File: config.mk
export PLATFORM = sky130hd
export DESIGN_NAME = token_scanner
export DESIGN_NICKNAME = d
export VERILOG_FILES = /design/src/sv/tsc_pkg.sv /design/src/sv/tsc_front.sv /design/src/sv/tsc_queue.sv /design/src/sv/tsc_back.sv /design/src/sv/token_scanner.sv
export SDC_FILE = /design/constraint.sdc
export NUM_CORES = 1
export LEC_CHECK = 0
export BUFFER_PORTS_ARGS = -buffer_cell sky130_fd_sc_hd__buf_4
export CAP_MARGIN = 10
export CORE_MARGIN = 2
export CORE_UTILIZATION = 35
export CTS_CLUSTER_DIAMETER = 50
export DETAILED_ROUTE_END_ITERATION = 10
export GPL_ROUTABILITY_DRIVEN = 0
export HOLD_SLACK_MARGIN = 0.08
export MAX_ROUTING_LAYER = met4
export PLACE_DENSITY_LB_ADDON = 0.1
export RECOVER_POWER = 100
export SYNTH_ARGS = -nofsm -noshare
export SYNTH_HDL_FRONTEND = slang
export SYNTH_SLANG_ARGS = --single-unit
export TNS_END_PERCENT = 1
File: constraint.sdc
create_clock -name clk -period 4.45 [get_ports clk]
set_input_delay 0.2225 -clock clk [delete_from_list [all_inputs] [get_ports clk]]
set_output_delay 0.2225 -clock clk [all_outputs]
set_load 0.02 [all_outputs]
File: src/sv/tsc_pkg.sv
`timescale 1ns / 1ps
// ----------------------------------------------------------------------------
// tsc_pkg
// Shared types and constants of the token scanner: character classes, queue
// entries, token kinds and the keyword table.
// ----------------------------------------------------------------------------
package tsc_pkg;

  localparam int QDEPTH = 4;
  localparam int QAW    = $clog2(QDEPTH);
  localparam int QCW    = $clog2(QDEPTH + 1);

  localparam logic [2:0] KIND_KEYWORD = 3'd0;
  localparam logic [2:0] KIND_IDENT   = 3'd1;
  localparam logic [2:0] KIND_DECIMAL = 3'd2;
  localparam logic [2:0] KIND_OCTAL   = 3'd3;
  localparam logic [2:0] KIND_HEX     = 3'd4;
  localparam logic [2:0] KIND_SYMBOL  = 3'd5;

  localparam logic [7:0] CHAR_LOWER_X = 8'h78;

  localparam int KW_NUM = 5;

  typedef logic [7:0][7:0] kw_text_t;

  localparam kw_text_t KW_TEXT [KW_NUM] = '{
    64'h0000_0000_0000_6669,
    64'h0000_0000_6E65_6874,
    64'h0000_0065_6C69_6877,
    64'h0000_0000_0000_6F64,
    64'h0000_0000_6573_6C65
  };

  localparam logic [2:0] KW_LEN [KW_NUM] = '{3'd2, 3'd4, 3'd5, 3'd2, 3'd4};

  typedef struct packed {
    logic letter;
    logic dec;
    logic oct;
    logic hex;
    logic space;
    logic zero;
    logic oct_nz;
    logic lower_x;
  } tsc_class_t;

  typedef struct packed {
    logic [7:0] ch;
    tsc_class_t cls;
  } tsc_entry_t;

endpackage

File: src/sv/tsc_front.sv
`timescale 1ns / 1ps
// ----------------------------------------------------------------------------
// tsc_front
// Input side: takes text beats and tags each byte with its character class
// before it enters the queue.
// ----------------------------------------------------------------------------
module tsc_front
  import tsc_pkg::*;
(
  input  logic       in_valid,
  output logic       in_stall,
  input  logic [7:0] in_text_byte,
  input  logic       q_full,
  output logic       q_push,
  output tsc_entry_t q_entry
);

  function automatic tsc_class_t classify(input logic [7:0] c);
    tsc_class_t k;
    k.letter  = (c >= 8'h61 && c <= 8'h7A) || (c >= 8'h41 && c <= 8'h5A);
    k.dec     = (c >= 8'h30 && c <= 8'h39);
    k.oct     = (c >= 8'h30 && c <= 8'h37);
    k.hex     = k.dec || (c >= 8'h61 && c <= 8'h66) || (c >= 8'h41 && c <= 8'h46);
    k.space   = (c == 8'h20) || (c == 8'h09) || (c == 8'h0D) || (c == 8'h0A);
    k.zero    = (c == 8'h30);
    k.oct_nz  = (c >= 8'h31 && c <= 8'h37);
    k.lower_x = (c == CHAR_LOWER_X);
    return k;
  endfunction

  assign in_stall    = q_full;
  assign q_push      = in_valid && !q_full;
  assign q_entry.ch  = in_text_byte;
  assign q_entry.cls = classify(in_text_byte);

endmodule

File: src/sv/tsc_queue.sv
`timescale 1ns / 1ps
// ----------------------------------------------------------------------------
// tsc_queue
// Short FIFO of classified bytes between the front and the scan engine.
// ----------------------------------------------------------------------------
module tsc_queue
  import tsc_pkg::*;
(
  input  logic       clk,
  input  logic       rst_n,
  input  logic       push,
  input  tsc_entry_t push_entry,
  output logic       full,
  input  logic       pop,
  output logic       empty,
  output tsc_entry_t head
);

  tsc_entry_t           slot_r [QDEPTH];
  logic [QAW-1:0]       wr_ptr_r;
  logic [QAW-1:0]       rd_ptr_r;
  logic [QCW-1:0]       count_r;

  assign full  = (count_r == QCW'(QDEPTH));
  assign empty = (count_r == '0);
  assign head  = slot_r[rd_ptr_r];

  always_ff @(posedge clk) begin
    if (push) begin
      slot_r[wr_ptr_r] <= push_entry;
    end
  end

  always_ff @(posedge clk) begin
    if (!rst_n) begin
      wr_ptr_r <= '0;
      rd_ptr_r <= '0;
      count_r  <= '0;
    end else begin
      if (push) begin
        wr_ptr_r <= wr_ptr_r + QAW'(1);
      end
      if (pop) begin
        rd_ptr_r <= rd_ptr_r + QAW'(1);
      end
      if (push && !pop) begin
        count_r <= count_r + QCW'(1);
      end else if (pop && !push) begin
        count_r <= count_r - QCW'(1);
      end
    end
  end

endmodule

File: src/sv/tsc_back.sv
`timescale 1ns / 1ps
// ----------------------------------------------------------------------------
// tsc_back
// Scan engine: runs the token state machine over queued bytes, keeps the
// token text in a local buffer and plays finished tokens out as result beats.
// ----------------------------------------------------------------------------
module tsc_back
  import tsc_pkg::*;
#(
  parameter int MAX_TOKEN_LEN = 32
) (
  input  logic       clk,
  input  logic       rst_n,
  input  logic       q_empty,
  input  tsc_entry_t q_head,
  output logic       q_pop,
  output logic       out_valid,
  input  logic       out_stall,
  output logic [2:0] out_token_kind,
  output logic [7:0] out_text_char,
  output logic       out_truncated,
  output logic       out_token_last
);

  localparam int AW = $clog2(MAX_TOKEN_LEN);
  localparam int LW = $clog2(MAX_TOKEN_LEN + 1);

  localparam logic [2:0] MODE_IDLE    = 3'd0;
  localparam logic [2:0] MODE_IDENT   = 3'd1;
  localparam logic [2:0] MODE_ZERO    = 3'd2;
  localparam logic [2:0] MODE_ZERO_X  = 3'd3;
  localparam logic [2:0] MODE_OCTAL   = 3'd4;
  localparam logic [2:0] MODE_HEX     = 3'd5;
  localparam logic [2:0] MODE_DECIMAL = 3'd6;

  localparam logic [1:0] ST_SCAN = 2'd0;
  localparam logic [1:0] ST_RD   = 2'd1;
  localparam logic [1:0] ST_WR   = 2'd2;
  localparam logic [1:0] ST_SYM  = 2'd3;

  logic [7:0]        mem_r [MAX_TOKEN_LEN];
  logic [7:0]        rdata_r;

  logic [1:0]        state_r, state_nxt;
  logic [2:0]        mode_r, mode_nxt;
  logic [LW-1:0]     len_r, len_nxt;
  logic              ovf_r, ovf_nxt;
  logic [KW_NUM-1:0] kw_r, kw_nxt;
  logic [AW-1:0]     idx_r, idx_nxt;
  logic [2:0]        kind_r, kind_nxt;
  logic              trunc_r, trunc_nxt;
  logic              after_x_r, after_x_nxt;
  logic [7:0]        sym_r, sym_nxt;

  logic              out_valid_r, out_valid_nxt;
  logic [2:0]        out_kind_r, out_kind_nxt;
  logic [7:0]        out_char_r, out_char_nxt;
  logic              out_trunc_r, out_trunc_nxt;
  logic              out_last_r, out_last_nxt;

  logic              mem_we;
  logic [AW-1:0]     mem_waddr;
  logic [7:0]        mem_wdata;
  logic              mem_re;

  logic              push_en;
  logic [7:0]        push_c;
  logic [LW-1:0]     base_len;
  logic [KW_NUM-1:0] base_kw;
  logic              base_ovf;

  logic              cont;
  logic [2:0]        cont_mode;
  logic              flush;
  logic              out_free;
  logic              is_kw;
  logic              last_char;

  assign out_free  = !out_valid_r || !out_stall;
  assign last_char = ((LW'(idx_r) + LW'(1)) == len_r);

  always_comb begin
    is_kw = 1'b0;
    for (int i = 0; i < KW_NUM; i++) begin
      if (kw_r[i] && (len_r == LW'(KW_LEN[i]))) begin
        is_kw = 1'b1;
      end
    end
    is_kw = is_kw && !ovf_r;
  end

  always_comb begin
    state_nxt     = state_r;
    mode_nxt      = mode_r;
    len_nxt       = len_r;
    ovf_nxt       = ovf_r;
    kw_nxt        = kw_r;
    idx_nxt       = idx_r;
    kind_nxt      = kind_r;
    trunc_nxt     = trunc_r;
    after_x_nxt   = after_x_r;
    sym_nxt       = sym_r;
    out_kind_nxt  = out_kind_r;
    out_char_nxt  = out_char_r;
    out_trunc_nxt = out_trunc_r;
    out_last_nxt  = out_last_r;
    out_valid_nxt = out_valid_r && out_stall;
    q_pop         = 1'b0;
    mem_re        = 1'b0;
    mem_we        = 1'b0;
    mem_waddr     = '0;
    push_en       = 1'b0;
    push_c        = q_head.ch;
    mem_wdata     = push_c;
    base_len      = len_r;
    base_kw       = kw_r;
    base_ovf      = ovf_r;
    cont          = 1'b0;
    cont_mode     = mode_r;
    flush         = 1'b0;

    unique case (state_r)
      ST_SCAN: begin
        if (!q_empty) begin
          unique case (mode_r)
            MODE_IDLE: begin
              q_pop = 1'b1;
              if (q_head.cls.space) begin
                mode_nxt = MODE_IDLE;
              end else if (q_head.cls.letter || q_head.cls.dec) begin
                push_en  = 1'b1;
                base_len = '0;
                base_kw  = '1;
                base_ovf = 1'b0;
                priority if (q_head.cls.letter) begin
                  mode_nxt = MODE_IDENT;
                end else if (q_head.cls.zero) begin
                  mode_nxt = MODE_ZERO;
                end else begin
                  mode_nxt = MODE_DECIMAL;
                end
              end else begin
                sym_nxt   = q_head.ch;
                state_nxt = ST_SYM;
              end
            end
            MODE_IDENT: begin
              cont = q_head.cls.letter || q_head.cls.dec;
              flush = !cont;
            end
            MODE_ZERO: begin
              priority if (q_head.cls.lower_x) begin
                cont      = 1'b1;
                cont_mode = MODE_ZERO_X;
              end else if (q_head.cls.oct_nz) begin
                cont      = 1'b1;
                cont_mode = MODE_OCTAL;
              end else begin
                flush = 1'b1;
              end
            end
            MODE_ZERO_X: begin
              cont      = q_head.cls.hex;
              cont_mode = MODE_HEX;
              flush     = !cont;
            end
            MODE_OCTAL: begin
              cont  = q_head.cls.oct;
              flush = !cont;
            end
            MODE_HEX: begin
              cont  = q_head.cls.hex;
              flush = !cont;
            end
            MODE_DECIMAL: begin
              cont  = q_head.cls.dec;
              flush = !cont;
            end
            default: begin
              mode_nxt = MODE_IDLE;
            end
          endcase

          if (cont) begin
            q_pop    = 1'b1;
            push_en  = 1'b1;
            mode_nxt = cont_mode;
          end
          if (flush) begin
            idx_nxt     = '0;
            state_nxt   = ST_RD;
            after_x_nxt = (mode_r == MODE_ZERO_X);
            trunc_nxt   = ovf_r && (mode_r != MODE_ZERO_X);
            if (mode_r == MODE_ZERO_X) begin
              len_nxt = LW'(1);
              ovf_nxt = 1'b0;
            end
            unique case (mode_r)
              MODE_IDENT: kind_nxt = is_kw ? KIND_KEYWORD : KIND_IDENT;
              MODE_OCTAL: kind_nxt = KIND_OCTAL;
              MODE_HEX:   kind_nxt = KIND_HEX;
              default:    kind_nxt = KIND_DECIMAL;
            endcase
          end
        end
      end
      ST_RD: begin
        mem_re    = 1'b1;
        state_nxt = ST_WR;
      end
      ST_WR: begin
        if (out_free) begin
          out_valid_nxt = 1'b1;
          out_kind_nxt  = kind_r;
          out_char_nxt  = rdata_r;
          out_trunc_nxt = trunc_r;
          out_last_nxt  = last_char;
          if (last_char) begin
            state_nxt = ST_SCAN;
            if (after_x_r) begin
              push_en  = 1'b1;
              push_c   = CHAR_LOWER_X;
              base_len = '0;
              base_kw  = '1;
              base_ovf = 1'b0;
              mode_nxt = MODE_IDENT;
            end else begin
              len_nxt  = '0;
              ovf_nxt  = 1'b0;
              kw_nxt   = '1;
              mode_nxt = MODE_IDLE;
            end
          end else begin
            idx_nxt   = idx_r + AW'(1);
            state_nxt = ST_RD;
          end
        end
      end
      ST_SYM: begin
        if (out_free) begin
          out_valid_nxt = 1'b1;
          out_kind_nxt  = KIND_SYMBOL;
          out_char_nxt  = sym_r;
          out_trunc_nxt = 1'b0;
          out_last_nxt  = 1'b1;
          state_nxt     = ST_SCAN;
        end
      end
      default: begin
        state_nxt = ST_SCAN;
      end
    endcase

    if (push_en) begin
      mem_wdata = push_c;
      if (base_len < LW'(MAX_TOKEN_LEN)) begin
        mem_we    = 1'b1;
        mem_waddr = base_len[AW-1:0];
        len_nxt   = base_len + LW'(1);
        ovf_nxt   = base_ovf;
      end else begin
        len_nxt = base_len;
        ovf_nxt = 1'b1;
      end
      for (int i = 0; i < KW_NUM; i++) begin
        kw_nxt[i] = base_kw[i] && (base_len < LW'(KW_LEN[i])) &&
                    (KW_TEXT[i][base_len[2:0]] == push_c);
      end
    end
  end

  always_ff @(posedge clk) begin
    if (mem_we) begin
      mem_r[mem_waddr] <= mem_wdata;
    end
    if (mem_re) begin
      rdata_r <= mem_r[idx_r];
    end
  end

  always_ff @(posedge clk) begin
    if (!rst_n) begin
      state_r     <= ST_SCAN;
      mode_r      <= MODE_IDLE;
      len_r       <= '0;
      ovf_r       <= 1'b0;
      kw_r        <= '1;
      after_x_r   <= 1'b0;
      out_valid_r <= 1'b0;
    end else begin
      state_r     <= state_nxt;
      mode_r      <= mode_nxt;
      len_r       <= len_nxt;
      ovf_r       <= ovf_nxt;
      kw_r        <= kw_nxt;
      after_x_r   <= after_x_nxt;
      out_valid_r <= out_valid_nxt;
    end
  end

  always_ff @(posedge clk) begin
    idx_r       <= idx_nxt;
    kind_r      <= kind_nxt;
    trunc_r     <= trunc_nxt;
    sym_r       <= sym_nxt;
    out_kind_r  <= out_kind_nxt;
    out_char_r  <= out_char_nxt;
    out_trunc_r <= out_trunc_nxt;
    out_last_r  <= out_last_nxt;
  end

  assign out_valid      = out_valid_r;
  assign out_token_kind = out_kind_r;
  assign out_text_char  = out_char_r;
  assign out_truncated  = out_trunc_r;
  assign out_token_last = out_last_r;

endmodule

File: src/sv/token_scanner.sv
`timescale 1ns / 1ps
// ----------------------------------------------------------------------------
// token_scanner
// Streaming lexical scanner: program text in, one beat per token character
// out, tagged with the token kind.
//
// Input channel: one text byte per beat (in_valid / in_stall). Bytes are
// classified and queued in a four-entry FIFO, so the input keeps flowing
// while a token plays out.
// Output channel: one beat per stored character (out_valid / out_stall),
// with kind, truncated flag and token_last on the final character. Symbols
// come out as single beats.
// The first beat of a token follows the byte that ends it through the read
// state and the output-register load. The scan engine takes a byte that
// extends a token straight from its scan state; a finished token is read
// back from its text buffer character by character (a read state, then an
// output-register load for each); this buffer read loop sets the throughput.
// Reset clears the queue, the scan state and the output valid flag; the text
// buffer needs no clearing. While out_stall is high the current beat holds
// and the engine waits before its next beat; bytes keep queueing until the
// FIFO is full, then in_stall rises.
// ----------------------------------------------------------------------------
module token_scanner
  import tsc_pkg::*;
#(
  parameter int MAX_TOKEN_LEN = 32
) (
  input  logic       clk,
  input  logic       rst_n,
  input  logic       in_valid,
  output logic       in_stall,
  input  logic [7:0] in_text_byte,
  output logic       out_valid,
  input  logic       out_stall,
  output logic [2:0] out_token_kind,
  output logic [7:0] out_text_char,
  output logic       out_truncated,
  output logic       out_token_last
);

  tsc_entry_t push_entry;
  tsc_entry_t head;
  logic       q_push;
  logic       q_full;
  logic       q_pop;
  logic       q_empty;

  tsc_front u_front (
    .in_valid     (in_valid),
    .in_stall     (in_stall),
    .in_text_byte (in_text_byte),
    .q_full       (q_full),
    .q_push       (q_push),
    .q_entry      (push_entry)
  );

  tsc_queue u_queue (
    .clk        (clk),
    .rst_n      (rst_n),
    .push       (q_push),
    .push_entry (push_entry),
    .full       (q_full),
    .pop        (q_pop),
    .empty      (q_empty),
    .head       (head)
  );

  tsc_back #(
    .MAX_TOKEN_LEN (MAX_TOKEN_LEN)
  ) u_back (
    .clk            (clk),
    .rst_n          (rst_n),
    .q_empty        (q_empty),
    .q_head         (head),
    .q_pop          (q_pop),
    .out_valid      (out_valid),
    .out_stall      (out_stall),
    .out_token_kind (out_token_kind),
    .out_text_char  (out_text_char),
    .out_truncated  (out_truncated),
    .out_token_last (out_token_last)
  );

endmodule
==> flow_metrics.tcl <==
set metrics [dict create \
    dr.pass1.iters 7 \
    run_status "complete, but fails checks" \
    clock_latency_ns 0.57 \
    min_path_type "input port to flip-flop" \
    drv_slew 34 \
    synth-warning-count 0 \
    layout_commonest_cell "edfxtp_1" \
    crit_required_ns 4.69 \
    tightest_slew_ns 1.75 \
    clock_skew_ns 0.0188 \
    avgViaCountPerCell 5.14 \
    routed_wl_mm 40.6 \
    arrival_ns 4.35 \
    slowest_stage "or4_4" \
    clk_pin_slew_ns 0.05 \
    p_int_mw 7.94 \
    clock-root-buffer "clkbuf_16" \
    grt_antenna_before_repair 0 \
    finalPower_mw 11.9 \
    synth_cell_types 71 \
    post_cts_resized 0 \
    grt_pass1_wl_mm 61.2 \
    start_util_pct 35.5 \
    finalSetupTns_ns 0 \
    track_usage_pct 17.2 \
    syn_avg_cell_area_um2 15.1 \
    powerDensity_nw_per_um2 627 \
    stdcell_count 1818 \
    overflow 0 \
    post-cts-setup-buffer-count 0 \
    syn_nets 1124 \
    hold_buffers 10 \
    hold_path_startpoint "in_valid" \
    rsz0062_at_grt "no" \
    syn_to_final_growth_pct 14.9 \
    cts_tree "done" \
    layout_common_cells "358 x edfxtp_1, 110 x nor2_1, 73 x mux2i_1" \
    ctsHtreeMaxLevel 2 \
    crit_type "flip-flop to flip-flop" \
    grt_max_degree 97 \
    fmax_mhz 243 \
    cts_sinks 386 \
    fillers 4330 \
    power.clock.fraction_pct 29.9 \
    dp_hpwl_mm 26.1 \
    n_antenna_cell 0 \
    critPathMaxFanout 8 \
    violations "max-capacitance violations, max-slew violations" \
    cp-end-kind "flip-flop" \
    nets 1203 \
    leakagePower_nw 6.35 \
    die_h_um 221 \
    drive_gt1_share_pct 14.8 \
    fin_ws_ns 0.342 \
    synth_edf_count 358 \
    regArea_um2 11300 \
    die_area_um2 49000 \
    slew_headroom_pct -16.6 \
    cp_cell_sequence "ha_1, xnor2_1, xnor2_1, or4_4, nor4_4, nor2_1, clkbuf_1, nand2_1, ha_1, nand3_1, nor2_1, clkbuf_2" \
    r2r-start "u_back.idx_r[0]" \
    drt_iter0_markers 574 \
    ioPinCount 27 \
    cts_buffer_depth 3 \
    cts_made_buffers 47 \
    syn_area_um2 16500 \
    ant_nets 0 \
    route.detailed.drc 0 \
    min_period_ns 4.11 \
    dp_cells 1723 \
    power_frac_comb_pct 29.8 \
    die_width_um 221 \
    cap_viol_max_count 1 \
    seqPwrFrac_pct 40.3 \
    vdd_ir_drop_max_v 0.000378 \
    async_flop_share_pct 0 \
    swShare_pct 33.3 \
    via_count 9348 \
    worstSetupStartpoint "u_back.idx_r[0]" \
    period_share_pct 92.3 \
    io_buffers 26 \
    syn_inst 1096 \
    slowest_delay_ns 0.57 \
    grt_pass1_vias 9499 \
    critPathLaunchType "flip-flop" \
    synth-seq-cells 386 \
    ys_seq_area_share_pct 68.3 \
    core_um2 46700 \
    finalSetupViolCount 0 \
    wl_per_cell_um 22.3 \
    p_sw_mw 3.97 \
    pre_cts_ws_ns 0.466 \
    rows 79 \
    dominantRegCellSynth "edfxtp_1" \
    final-hold-violation-count 0 \
    multiInputGateArea_um2 4890 \
]
path summary, 6_finish.rpt:
kind	end	slack, ns	depth (start not counted)
max	u_back.mem_r[3][5]	0.34	12
min	u_queue.wr_ptr_r[1]	0.26	4
max reg2reg	u_back.mem_r[3][5]	0.34	12
min reg2reg	u_back.out_token_kind[0]	0.50	1
synth_stat cells (11+ instances only):
cell type / n / area share (%)
a21oi_1: 23 / 0.70
and2_1: 21 / 0.79
buf_1: 12 / 0.27
buf_2: 13 / 0.39
clkbuf_1: 30 / 0.68
dfxtp_1: 28 / 3.4
edfxtp_1: 358 / 65
ha_1: 15 / 1.1
inv_1: 17 / 0.39
mux2i_1: 73 / 4.4
mux4_2: 48 / 6.5
nand2_1: 66 / 1.5
nand3_1: 15 / 0.45
nor2_1: 111 / 2.5
nor2b_1: 11 / 0.42
nor3_1: 16 / 0.48
o21ai_0: 44 / 1.3
o221ai_1: 28 / 1.5
xnor2_1: 12 / 0.64
critical path: cells and delay by family, from the launching register on:
family        cells  cell delay, ns
xor+xnor          2            0.39
simple gates      6            1.85
flops             1            0.51
fa+ha+maj         2            0.53
buf+inv           2            0.50
flip-flops by register name (all words and copies together), names as in the netlist, 2 cells and up, named ones only:
name and count:
u_queue.count_r 3, u_back.mem_r 256, u_back.mode_r 3, u_back.idx_r 5, u_back.out_token_kind 3, u_queue.rd_ptr_r 2
u_queue.wr_ptr_r 2, u_queue.slot_r 64, u_back.kw_r 5, u_back.kind_r 3, u_back.sym_r 8, u_back.rdata_r 8
u_back.state_r 2, u_back.out_text_char 8, u_back.len_r 6
routing by layer:
metal	up-vias	global-route usage, %	wire, um
met4	0	5.03	1050
met3	68	2.95	1560
met1	4711	22.3	18300
li1	4402	-	-
met2	167	28.0	19700
met5	-	-	0
cells by family after synthesis:
group,Yosys count,share of synthesized area (%)
DFF,386,68.3
and+or+nand+nor,298,8.74
AOI/OAI and AO/OA,163,6.67
muxes,130,11.6
buffers and inverters,79,2.07
xor gates and xnor gates,24,1.36
adders and majority gates,16,1.26
final cells by class:
cell class / instances / area share [%]
well taps: 607 / 4.00
inverters: 18 / 0.355
clock buffers: 61 / 6.74
repair buffers: 91 / 2.82
multi-input cells: 631 / 25.7
clock inverters: 24 / 0.882
flip-flops and latches: 386 / 59.5
power groups by stage:
stage          sequential (mW)  combinational (mW)  clock (mW)
3_5_place_dp              4.87                3.70           0
3_3_place_gp              4.86                3.72           0
6_report                  4.80                3.55        3.56
2_1_floorplan             4.81                2.38           0
5_1_grt                   4.83                3.89        3.81
4_1_cts                   4.79                3.71        3.66
through the flow:
stage          hold slack [ns]  util [%]  area (um^2)
2_1_floorplan            0.321         -        16500
3_3_place_gp             0.469      37.9        17700
3_5_place_dp             0.472      37.9        17700
4_1_cts                  0.230      41.2        19200
5_1_grt                  0.274      40.7        19000
6_report                 0.256      40.7        19000
Note: power is estimated with default switching activity, not from simulation.
